**src/sv/smp_pkg.sv**
```systemverilog
`timescale 1ns / 1ps
`default_nettype none

package smp_pkg;

  localparam int unsigned ValueWidth = 32;
  localparam int unsigned CompW      = (ValueWidth > 32) ? 32 : ValueWidth;
  localparam int unsigned NumLanes   = 4;
  localparam int unsigned NumGroups  = 4;
  localparam int unsigned LimW       = 31;

  localparam logic [LimW-1:0] RotCosReset = 31'h4000_0000;
  localparam logic [60:0]     OneQ60      = 61'h1000_0000_0000_0000;

  typedef enum logic [1:0] {
    GrpPos = 2'd0,
    GrpRot = 2'd1,
    GrpLin = 2'd2,
    GrpAng = 2'd3
  } grp_e;

  typedef enum logic [1:0] {
    CfgPosLimit = 2'd0,
    CfgRotCos   = 2'd1,
    CfgLinLimit = 2'd2,
    CfgAngLimit = 2'd3
  } cfg_idx_e;

  typedef enum logic [1:0] {
    LmDelta,
    LmProd,
    LmSquare
  } lane_mode_e;

  typedef enum logic [2:0] {
    StIdle,
    StMul,
    StSum,
    StCmp,
    StEmit
  } state_e;

  typedef logic signed [65:0] prod_t;

  typedef struct packed {
    logic       found;
    logic [1:0] grp;
  } grp_hit_t;

  function automatic logic signed [31:0] sext_comp(logic [31:0] v);
    logic signed [31:0] t;
    t = signed'(v << (32 - CompW));
    return t >>> (32 - CompW);
  endfunction

  // lowest set mask bit at or above start
  function automatic grp_hit_t next_group(logic [NumGroups-1:0] mask, logic [2:0] start);
    grp_hit_t hit;
    hit = '0;
    for (int i = NumGroups - 1; i >= 0; i--) begin
      if (mask[i] && (3'(i) >= start)) begin
        hit.found = 1'b1;
        hit.grp   = 2'(i);
      end
    end
    return hit;
  endfunction

endpackage

`default_nettype wire

```
**src/sv/smp_lane.sv**
```systemverilog
`timescale 1ns / 1ps
`default_nettype none

module smp_lane (
  input  wire logic                    clk_i,
  input  wire logic                    ld_i,
  input  wire smp_pkg::lane_mode_e     mode_i,
  input  wire logic [31:0]             a_i,
  input  wire logic [31:0]             b_i,
  input  wire logic [smp_pkg::LimW-1:0] lim_i,
  output smp_pkg::prod_t               prod_o
);

  logic signed [31:0] ca, cb;
  logic signed [32:0] delta, dmag;
  logic signed [32:0] opa_d, opb_d, opa_q, opb_q;
  smp_pkg::prod_t     prod_q;

  always_comb begin
    ca    = smp_pkg::sext_comp(a_i);
    cb    = smp_pkg::sext_comp(b_i);
    delta = {ca[31], ca} - {cb[31], cb};
    dmag  = delta[32] ? -delta : delta;
    case (mode_i)
      smp_pkg::LmDelta: begin
        opa_d = dmag;
        opb_d = dmag;
      end
      smp_pkg::LmProd: begin
        opa_d = {ca[31], ca};
        opb_d = {cb[31], cb};
      end
      smp_pkg::LmSquare: begin
        opa_d = signed'({2'b00, lim_i});
        opb_d = signed'({2'b00, lim_i});
      end
      default: begin
        opa_d = '0;
        opb_d = '0;
      end
    endcase
  end

  always_ff @(posedge clk_i) begin
    if (ld_i) begin
      opa_q <= opa_d;
      opb_q <= opb_d;
    end
    prod_q <= 66'(opa_q) * 66'(opb_q);
  end

  assign prod_o = prod_q;

endmodule

`default_nettype wire

```
**config.mk**
```make
export PLATFORM = sky130hd
export DESIGN_NAME = smp_lane
export DESIGN_NICKNAME = d
export VERILOG_FILES = /design/src/sv/smp_pkg.sv /design/src/sv/smp_lane.sv
export SDC_FILE = /design/constraint.sdc
export NUM_CORES = 2
export LEC_CHECK = 0
export BUFFER_PORTS_ARGS = -buffer_cell sky130_fd_sc_hd__buf_2
export CELL_PAD_IN_SITES_DETAIL_PLACEMENT = 1
export CELL_PAD_IN_SITES_GLOBAL_PLACEMENT = 2
export CORE_UTILIZATION = 38
export DETAILED_ROUTE_END_ITERATION = 6
export PLACE_DENSITY = 0.84
export SLEW_MARGIN = 0
export SYNTH_ARGS = -nofsm -noshare
export SYNTH_HDL_FRONTEND = slang
export SYNTH_SLANG_ARGS = --single-unit
```
**constraint.sdc**
```tcl
create_clock -name clk_i -period 8.3 [get_ports clk_i]
set_input_delay 1.66 -clock clk_i [delete_from_list [all_inputs] [get_ports clk_i]]
set_output_delay 1.66 -clock clk_i [all_outputs]
set_load 0.01 [all_outputs]
```
[After elaboration in Yosys (flattened, before gate mapping)]
Index checks and enable logic that the tools add are counted.
Storage, ports and cells
  input bits: 99
  output and inout port bits: 66
  bits in registers: 132
  word-level logic and storage cells: 12
Operators by class
  $add $sub $neg: 2
  multiply operators: 1
  equality and inequality tests: 2
  reduce and logical (&&, ||, !) cells: 1
  mux-type cells: 3
Operators by type and width (count)
  $pmux W33 S3: 2
  $mul A33 B33 Y66: 1
  $mux W33: 1
  $neg A33 Y33: 1
  $sub A32 B32 Y33: 1
  $eq A2 B1 Y1 const B: 1
  $eq A2 B2 Y1 const B: 1
  $logic_not A2 Y1: 1

[Longest topological paths before layout]
  word-level depth: 4
  gate-level depth with buffers: 31
  mapped depth without buffers: 29

[Worst setup path before layout]
Ideal clock, no wire load.
  path kind: flip-flop to flip-flop
  from: register opa_q[32]
  to: register prod_q[63], in the netlist prod_o[63]
  cell stages (with the launch flop): 27
  clock period less this slack: 7746 ps
  path buffers: 1
  setup time: 115 ps
  required time: 8185 ps
  slack: 554 ps
  data arrival time: 7630 ps
  cell sequence: edfxtp_1 > clkbuf_1 > nand2_1 > inv_1 > fa_1 > fa_1 > fa_1 > fa_1 > inv_1 > fa_1 > inv_1 > fa_1 > fa_1 > inv_1 > fa_1 > inv_1 > ha_1 > a21oi_1 > o21bai_1 > a21oi_1 > nor2b_1 > o21a_1 > o21ai_0 > nand2b_1 > a21oi_1 > or3b_2 > and3_1
On the way
  longest elaborated chain between the ends: 1
RTL lines
  from (decl): line smp_lane.sv:16  | logic signed [32:0] opa_d, opb_d, opa_q, opb_q;
  from (signal assigned): line smp_lane.sv:46  | opa_q <= opa_d;
  $mul A33 B33 Y66: line smp_lane.sv:49  | prod_q <= 66'(opa_q) * 66'(opb_q);
  to (signal assigned): line smp_lane.sv:49
  to (decl): line smp_lane.sv:17  | smp_pkg::prod_t prod_q;
Every way passes these cells.
A chain may end at the register's enable or synchronous reset.

[Final worst setup path]
  from: register opa_q[13]
  to: register prod_q[62], in the netlist prod_o[62]
The elaborated chain is that of the path after synthesis.

==> impl_metrics.yaml <==
status:
  status: "finished, final reports clean"
flow_run:
  cap_violations: 0
critical_path:
  critPathBufInv: 9
  cpMaxStageDelayCell: "or4_4"
  crit_family: "adder cells"
  crit_top_cell: "fa_1"
  critPathRequiredTime_ps: 8770
  slowest_delay_ps: 600
  end_kind: "register"
  startpoint_type: "register"
  worstSetupPathType: "register to register"
  arrival_ps: 8580
  worstPathMaxFanout: 6
synth:
  syn_inst: 5006
  synth.distinct_cells: 72
  ys_seq_area_share_pct: 7.19
  synth_common_cells: "inv_1, fa_1, nand2_1"
  avgSynthCellArea_sq_um: 9.18
  synth_edf_count: 66
  synth_xor_xnor_area_share_pct: 2.23
  synth_top_area_share_pct: 49.9
  async_flop_share_pct: 0
  yosys_warnings: 0
  synth_top_family_by_area: "adder cells"
  synth-simple-area-share_pct: 15.9
  synthTopCellsByArea: "fa_1, inv_1, and2_1, ha_1, nand2_1"
  yosys.area.top_type: "fa_1"
  syn_nets: 6501
  muxShareOfSynthArea_pct: 0.0899
  ys_seq_elements: 132
  synth_fa_ha_area_share_pct: 56.7
  netlist_area_sq_mm: 0.0459
  synth_compound_area_share_pct: 5.93
  yosysMostFrequentCell: "inv_1"
  yosys_most_used_dff: "edfxtp_1"
layout:
  syn2layout_area_growth_pct: 13.2
  finalNetCount: 6775
  final_cells: 6905
  drive_gt1_share_pct: 11.8
  multi_input_area_sq_mm: 0.0375
  fillerInstances: 13900
  antenna_cells: 0
  regArea_sq_mm: 0.00330
timing:
  drv_slew: 0
  tightest_slew_ps: 897
  post-route-period-util_pct: 97.7
  finalCriticalPeriod_ps: 8110
  fmax_mhz: 123
  setup_viol: 0
  setup_slack_ps: 189
  skew_ps: 19.8
  hold_viol_final: 0
  relSlewSlack_pct: 40.2
  tns_ps: 0
clock_network:
  htreeDepth: 4
  clk_root_buffer_cell: "clkbuf_16"
  ctsHoldBuffers: 0
  clkLatencyLatePin_ps: 550
  clock-sinks: 132
  cts_tree: "built"
  clk_path_buf_depth: 2
  cts_buffers: 17
  clkTransAtPathRegs_ps: 70
placed_design:
  routabilityCongestion: 0.901
  dp_slack_ps: -359
  hpwl_mm: 125
  portBuffers: 164
  place_inst: 6840
floorplanning:
  start_util_pct: 38.3
  chipHeight_um: 350
  die_w_um: 350
  rows: 127
  dieArea_sq_mm: 0.122
  num_io_pins: 165
  core_sq_mm: 0.120
route:
  routed-via-count: 34800
  first_pass_iters: 5
  drt_iter0_markers: 1914
  viasPerCell: 5.04
  routed_wl_mm: 149
  wire_per_inst_um: 21.5
  final_antenna_net_count: 0
  drc_errors: 0
grt:
  grt_first_pass_wirelength_mm: 232
  antenna_found_initial: 3
  grt_use_total_pct: 25.2
  grt_max_degree: 67
  overflow: 0
  grt_pass1_vias: 40000
min_path:
  hp-class: "register to register"
-- metal layers --
| metal | wire length (um) | global-route usage (%) |
|---|---|---|
| met2 | 74000 | 43.6 |
| met5 | 13 | 0 |
| met3 | 6890 | 3.09 |
| met4 | 4690 | 8.71 |
| met1 | 62900 | 32.4 |
-- repair_timing --
action                                  CTS  global route
gates resized for setup                  15           105
cloned                                    0             4
endpoints found under the setup margin   11            15
pin swaps                                 2            50
setup buffers                             1            31
-- final cells by class --
class / count / area share, %
multi-input cells: 3418 / 72.2
repair inverters: 1 / 0.0144
well taps: 1612 / 3.88
repair buffers: 508 / 7.78
clock inverters: 15 / 0.325
inverters: 1202 / 8.69
clock buffers: 17 / 0.818
flip-flops and latches: 132 / 6.35
-- worst paths after layout --
check | startpoint | endpoint | slack (ps) | cells after the start
hold / removal | opa_q[0] | prod_o[0] | 720 | 2
setup / recovery | opa_q[13] | prod_o[62] | 190 | 27
setup reg to reg | opa_q[13] | prod_o[62] | 190 | 27
hold reg to reg | opa_q[0] | prod_o[0] | 720 | 2
-- cell families (layout without fill, tap and decap cells) --
kind of cell,count (synthesis),after routing
xor gates and xnor gates,117,117
adders and majority gates,1396,1396
and+or+nand+nor,1468,1468
AOI/OAI and AO/OA,433,433
muxes,4,4
DFF,132,132
buffers and inverters,1456,1743
-- worst reg2reg max path, stage by stage, from the launching register on --
cell and delay [ps]:
edfxtp_1 510, buf_6 200, buf_4 140, buf_4 130, nand2_1 70, fa_1 470
fa_1 550, inv_1 60, fa_1 500, fa_1 590, fa_1 440, fa_1 520
fa_1 500, inv_1 50, fa_1 510, inv_1 70, ha_4 290, buf_8 130
nand4_1 230, or4_4 600, o211ai_1 250, buf_4 220, nand3_4 130, o31ai_4 230
buf_6 150, nand2_1 70, o311ai_2 270, xor2_1 160
-- flip-flops by register name (all words and copies together), names as in the netlist --
register and count:
prod_o 66, opa_q 33, opb_q 33
-- cells in the final DEF (no fill, tap or decap), drive strengths merged, types with 18 or more instances in the layout --
master / count
inv: 1207
fa: 1146
xnor2: 75
nor2: 89
dfxtp: 66
nand2b: 20
o21a: 18
nor3: 24
nand4: 21
a21o: 67
nand2: 664
clkbuf: 19
and2: 557
buf: 506
ha: 250
edfxtp: 66
o21ai: 97
o21bai: 19
xor2: 42
a21oi: 135
nand3: 30
-- per-stage QoR --
step                      util, %  instance area (sq um)  hold WS, ps
after detailed placement     42.2                  50700          718
after global placement       42.2                  50700          723
after global routing         43.4                  52000          725
final                        43.4                  52000          724
after CTS                    42.8                  51300          730
after floorplan                 -                  45900          522
Power is not shown: default switching activity piles up to over one toggle a cycle in this logic, so the estimate is an artifact.
