<file path="src/sv/smp_pkg.sv">
`timescale 1ns / 1ps
`default_nettype none

package smp_pkg;

  localparam int unsigned ValueWidth = 32;
  localparam int unsigned CompW      = (ValueWidth > 32) ? 32 : ValueWidth;
  localparam int unsigned NumLanes   = 4;
  localparam int unsigned NumGroups  = 4;
  localparam int unsigned LimW       = 31;

  localparam logic [LimW-1:0] RotCosReset = 31'h4000_0000;
  localparam logic [60:0]     OneQ60      = 61'h1000_0000_0000_0000;

  typedef enum logic [1:0] {
    GrpPos = 2'd0,
    GrpRot = 2'd1,
    GrpLin = 2'd2,
    GrpAng = 2'd3
  } grp_e;

  typedef enum logic [1:0] {
    CfgPosLimit = 2'd0,
    CfgRotCos   = 2'd1,
    CfgLinLimit = 2'd2,
    CfgAngLimit = 2'd3
  } cfg_idx_e;

  typedef enum logic [1:0] {
    LmDelta,
    LmProd,
    LmSquare
  } lane_mode_e;

  typedef enum logic [2:0] {
    StIdle,
    StMul,
    StSum,
    StCmp,
    StEmit
  } state_e;

  typedef logic signed [65:0] prod_t;

  typedef struct packed {
    logic       found;
    logic [1:0] grp;
  } grp_hit_t;

  function automatic logic signed [31:0] sext_comp(logic [31:0] v);
    logic signed [31:0] t;
    t = signed'(v << (32 - CompW));
    return t >>> (32 - CompW);
  endfunction

  // lowest set mask bit at or above start
  function automatic grp_hit_t next_group(logic [NumGroups-1:0] mask, logic [2:0] start);
    grp_hit_t hit;
    hit = '0;
    for (int i = NumGroups - 1; i >= 0; i--) begin
      if (mask[i] && (3'(i) >= start)) begin
        hit.found = 1'b1;
        hit.grp   = 2'(i);
      end
    end
    return hit;
  endfunction

endpackage

`default_nettype wire

</file>
<file path="src/sv/smp_merge.sv">
`timescale 1ns / 1ps
`default_nettype none

module smp_merge (
  input  wire logic                     clk_i,
  input  wire logic                     rot_i,
  input  wire smp_pkg::prod_t           prod_i [smp_pkg::NumLanes],
  input  wire logic [smp_pkg::LimW-1:0] cos_lim_i,
  output logic                          changed_o
);

  logic signed [66:0] sum_d, sum_q;
  logic [61:0]        limsq_q;
  logic [66:0]        abs_sum;
  logic [60:0]        dot_clamp;

  always_comb begin
    if (rot_i) begin
      sum_d = 67'(prod_i[0]) + 67'(prod_i[1]) + 67'(prod_i[2]) + 67'(prod_i[3]);
    end else begin
      sum_d = 67'(prod_i[0]) + 67'(prod_i[1]) + 67'(prod_i[2]);
    end
  end

  always_ff @(posedge clk_i) begin
    sum_q   <= sum_d;
    limsq_q <= prod_i[3][61:0];
  end

  always_comb begin
    abs_sum   = sum_q[66] ? 67'(-sum_q) : 67'(sum_q);
    dot_clamp = (abs_sum > 67'(smp_pkg::OneQ60)) ? smp_pkg::OneQ60 : abs_sum[60:0];
    if (rot_i) begin
      changed_o = dot_clamp < {cos_lim_i, 30'b0};
    end else begin
      changed_o = sum_q > signed'({5'b0, limsq_q});
    end
  end

endmodule

`default_nettype wire

</file>
<file path="config.mk">
export PLATFORM = sky130hd
export DESIGN_NAME = smp_merge
export DESIGN_NICKNAME = d
export VERILOG_FILES = /design/src/sv/smp_pkg.sv /design/src/sv/smp_merge.sv
export SDC_FILE = /design/constraint.sdc
export NUM_CORES = 1
export LEC_CHECK = 0
export BUFFER_PORTS_ARGS = -buffer_cell sky130_fd_sc_hd__buf_2
export CORE_ASPECT_RATIO = 2
export CORE_UTILIZATION = 50
export CTS_BUF_LIST = sky130_fd_sc_hd__clkbuf_16
export CTS_CLUSTER_SIZE = 8
export DETAILED_ROUTE_END_ITERATION = 10
export PLACE_DENSITY = 0.75
export SLEW_MARGIN = 5
export SYNTH_ARGS = -nofsm -noshare
export SYNTH_HDL_FRONTEND = slang
export SYNTH_SLANG_ARGS = --single-unit
</file>
<file path="constraint.sdc">
create_clock -name clk_i -period 19.15 [get_ports clk_i]
set_input_delay 2.8725 -clock clk_i [delete_from_list [all_inputs] [get_ports clk_i]]
set_output_delay 2.8725 -clock clk_i [all_outputs]
set_load 0.1 [all_outputs]
</file>
* After elaboration in Yosys (flattened, before gate mapping)
Cells that the tools add are included.
** Cells by class
- Add/subtract/negate cells :: 4
- $lt $le $gt $ge :: 3
- Muxes and demuxes :: 4
** Operators with widths (number)
- 67-bit by 66-bit adder with 67-bit output :: 2
- 67-bit two-way mux :: 2
- 66-bit by 66-bit adder with 67-bit output :: 1
- 67-bit by 61-bit > comparator with 1-bit output, second input constant :: 1
- 67-bit by 63-bit > comparator with 1-bit output :: 1
- 67-bit negator :: 1
- 61-bit less-than comparator :: 1
- 61-bit two-way mux :: 1
- 1-bit two-way mux :: 1
** Storage, ports and cells
- Bits in registers :: 129
- Input bits :: 297
- Word-level logic and storage cells :: 13

* Logic depth before layout (Yosys ltp)
- Word-level depth :: 6
- Mapped depth :: 28
- Depth with buffers taken out :: 26

* Worst setup path after synthesis
Ideal clock, no wire load.
- Path type :: flip-flop to output port
- From :: register sum_q[10]
- To :: output port changed_o
- Arrival time :: 6038 ps
- Data required time :: 16277 ps
- Slack :: 10240 ps
- Stages on the path, launching flop included :: 28
- Buffers on the path :: 4
- Cell sequence :: dfxtp_1 -> buf_2 -> or4_4 -> nor2_2 -> nand4_2 -> or3_1 -> buf_2 -> o41a_1 -> o32ai_2 -> o211ai_1 -> or4_1 -> nor3_1 -> o21ai_1 -> buf_6 -> buf_6 -> nor2_1 -> ha_1 -> a21o_1 -> a21o_1 -> a21o_1 -> a21o_1 -> a21o_1 -> a21o_1 -> a21oi_1 -> nor3_1 -> o221ai_1 -> a41o_1 -> o31a_1
** Between the ends
- Longest elaborated chain between the ends :: 6
- Elaborated cells between the ends (all ways) :: 7
** Ends and longest elaborated chain
- from (decl) :: RTL line smp_merge.sv:12 : logic signed [66:0] sum_d, sum_q;
- from (signal assigned) :: RTL line smp_merge.sv:26 : sum_q <= sum_d;
- 67-bit negator :: RTL line smp_merge.sv:31 : abs_sum = sum_q[66] ? 67'(-sum_q) : 67'(sum_q);
- 67-bit two-way mux :: RTL line smp_merge.sv:31
- 67-bit by 61-bit > comparator with 1-bit output :: RTL line smp_merge.sv:32 : dot_clamp = (abs_sum > 67'(smp_pkg::OneQ60)) ? smp_pkg::OneQ60 : abs_sum[60:0];
- 61-bit two-way mux :: RTL line smp_merge.sv:32
- 61-bit less-than comparator :: RTL line smp_merge.sv:34 : changed_o = dot_clamp < {cos_lim_i, 30'b0};
- 1-bit two-way mux * :: RTL line smp_merge.sv:33 : if (rot_i) begin
- to (decl) :: RTL line smp_merge.sv:9 : output logic changed_o
Mark *: on every way between the ends. The rest lies on a longest branch, timed or not.

* Worst setup path after layout
- From :: register sum_q[8]
- To :: output port changed_o
The elaborated chain is that of the path after synthesis.

==> results.toml <==
[worst_setup_path]
crit_path_end_kind = "primary output"
path_cells = "nor4_1 > nor4b_4 > nand4_1 > or3_1 > o21ai_0 > xor2_1 > o211ai_1 > or4_1 > nor3_1 > o21ai_2 > nor2_1 > ha_1 > a21o_1 > a21o_1 > a21o_1 > a21o_1 > a21o_1 > a21o_1 > a21oi_1 > nor3_1 > o221ai_1 > a41o_1 > o31a_1 > buf_2"
cp_slowest_cell = "nand4_1"
worstPathRequired_ns = 16.28
cp.arrival_ns = 7.40
path_max_fanout = 14
critPathMostFrequentCell = "a21o_1"
cpPeakStageDelay_ns = 0.67
start_kind = "flip-flop"
crit_type = "flip-flop to primary output"

[grt]
grt_max_degree = 68
gr-usage-all-layers = 0.320
antenna_found_initial = 2
grt_pass1_wl_um = 88500
grt_pass1_vias = 17716
gr-total-overflow = 0

[detailed_routing]
first_pass_iters = 8
drc_errors = 0
vias = 17487
wl_per_cell_um = 19.9
drt_wl_total_um = 56700
vias_per_cell = 6.15
ant_nets = 0
drt_iter0_markers = 1104

[flow_run]
drv_cap = 0

[synth]
synth_compound_area_frac = 0.250
synth_top_cell_area_share = 0.165
syn_area_per_cell_um2 = 7.87
ys_ff_latch = 129
syn-num-nets = 2756
synthAdderAreaFrac = 0.245
synthSimpleGateAreaFrac = 0.193
ys_top_cells_by_count = "ha_1, a21oi_1, nand2_1"
synthArstFlopShare = 0
yosysMostFrequentCell = "ha_1"
yosys_most_used_dff = "dfxtp_1"
synthTopCellsByArea = "ha_1, dfxtp_1, fa_1"
ys_types = 81
syn_inst = 2166
syn-cell-area_mm2 = 0.0170
yosysWarningCount = 0
synthXorXnorAreaFrac = 0.0838
synth.mux.area_fraction = 0.0243
synth_top_family_by_area = "compound AO/OA/AOI/OAI gates"
synth_edf_count = 0
netlist.top_cell.by_area = "ha_1"
seq_area_frac_synth = 0.152

[power]
p_leak_nw = 9.12
max-vdd-ir-drop_mv = 0.0549
power-per-cell-area_mw_per_mm2 = 136

[clocking]
cts_tree = "yes"
cts-root-buf = "clkbuf_16"
cts_resized = 0
cts.sinks = 129
cts_buffer_depth = 2
cts_buffers = 17
htree_levels = 4
clk_pin_slew_ns = 0.06
cts_hold_buffers = 0
postCtsSetupBuffers = 0

[hold_path]
min_path_type = "primary input to flip-flop"
hold_depth = 1

[placed_design]
portBuffers = 297
post-dp-hpwl_um = 47900
pre_cts_ws_ns = 9.35
place_area_mm2 = 0.0188
gp_congestion = 0.969

[timing]
period_minus_slack_ns = 10.28
slew_violations = 0
worst_pin_slew_ns = 1.13
layout_setup_ws_ns = 8.87
rsz0062_at_grt = "false"
tns_ns = 0
relSlewSlack = 0.241
fmax_ghz = 0.0973
finalSetupViolations = 0
hold_viol = 0
min_period_over_period = 0.537

[cells_and_area]
layout-drive-gt1-share = 0.166
final_design_area_no_fill_mm2 = 0.0193
nets = 2985
area_growth_pct = 13.5

[run_status]
outcome = "complete, no violations"

[floorplan]
die_h_um = 263
core_area_mm2 = 0.0335
io_pins = 298
die-area_mm2 = 0.0349
die_w_um = 133
start_util = 0.508
num_rows = 95
where the power goes:
group	internal (mW)	switching [mW]	leakage (nW)
Sequential	0.355	0.167	1.09
Combinational	0.730	1.05	7.76
Clock	0.193	0.126	0.275
final timing paths:
path / start / to / slack [ns]
min: prod_i[60] / limsq_q[60]$_DFF_P_ / 2.56
max: sum_q[8]$_DFF_P_ / changed_o / 8.87
worst max-delay path, delay by kind of cell (launching register included):
family	cells	cell delay (ns)
and+or+nand+nor	8	3.21
AOI/OAI and AO/OA	13	2.38
buffers and inverters	1	0.42
DFF	1	0.39
xor gates and xnor gates	1	0.32
adders and majority gates	1	0.26
state kept, by name, indices dropped and copies added (netlist names):
signal   flops
limsq_q     62
sum_q       67
metal layers:
layer | wire, µm | up-vias | part of all wire | track usage
li1 | - | 8397 | - | -
met1 | 20200 | 8205 | 0.36 | 0.318
met2 | 29900 | 677 | 0.53 | 0.606
met3 | 2420 | 208 | 0.043 | 0.0327
met4 | 4170 | 0 | 0.074 | 0.235
met5 | 0 | - | 0 | 0
per-stage QoR:
step                cells  hold slack [ns]   util  total power [mW]
floorplan            2166             2.90      -              1.77
global placement     2812             2.99  0.559              2.24
detailed placement   2812             3.00  0.560              2.26
CTS                  2843             2.55  0.577              2.59
global route         2845             2.55  0.577              2.82
finish               2845             2.56  0.577              2.62
layout make-up:
| type | instances | area, µm² |
|---|---|---|
| inverter | 141 | 529 |
| tap | 436 | 546 |
| multi-input combinational | 1804 | 13600 |
| fill | 3188 | 14200 |
| clock buffer | 17 | 425 |
| clock inverter | 14 | 155 |
| timing repair buffer | 302 | 1520 |
| antenna | 2 | 5.00 |
| sequential | 129 | 2580 |
cells in the final DEF (no fill, tap or decap), types with 30 or more instances in the layout:
| cell type | netlist | layout |
|---|---|---|
| nand4_1 | 68 | 68 |
| a21o_1 | 109 | 109 |
| nor4_1 | 30 | 30 |
| nor3_1 | 47 | 47 |
| ha_1 | 225 | 225 |
| a21oi_1 | 193 | 193 |
| mux2_2 | 35 | 35 |
| fa_1 | 68 | 68 |
| dfxtp_1 | 129 | 128 |
| o21ai_0 | 132 | 132 |
| xor2_1 | 76 | 76 |
| nand2_1 | 169 | 169 |
| xnor2_1 | 87 | 87 |
| inv_1 | 140 | 141 |
| nand3_1 | 42 | 42 |
| buf_2 | 2 | 297 |
| nor2_1 | 153 | 153 |
cell families (layout without fill, tap and decap cells):
family	count (synthesis)	count (layout)
AO/OA/AOI/OAI	660	660
XOR/XNOR	163	163
adder cells (fa/ha/maj)	293	293
buffers and inverters	233	474
flip-flops	129	129
multiplexers	37	37
other	0	2
AND/OR/NAND/NOR	651	651
Power figures use the tool's default switching activity.
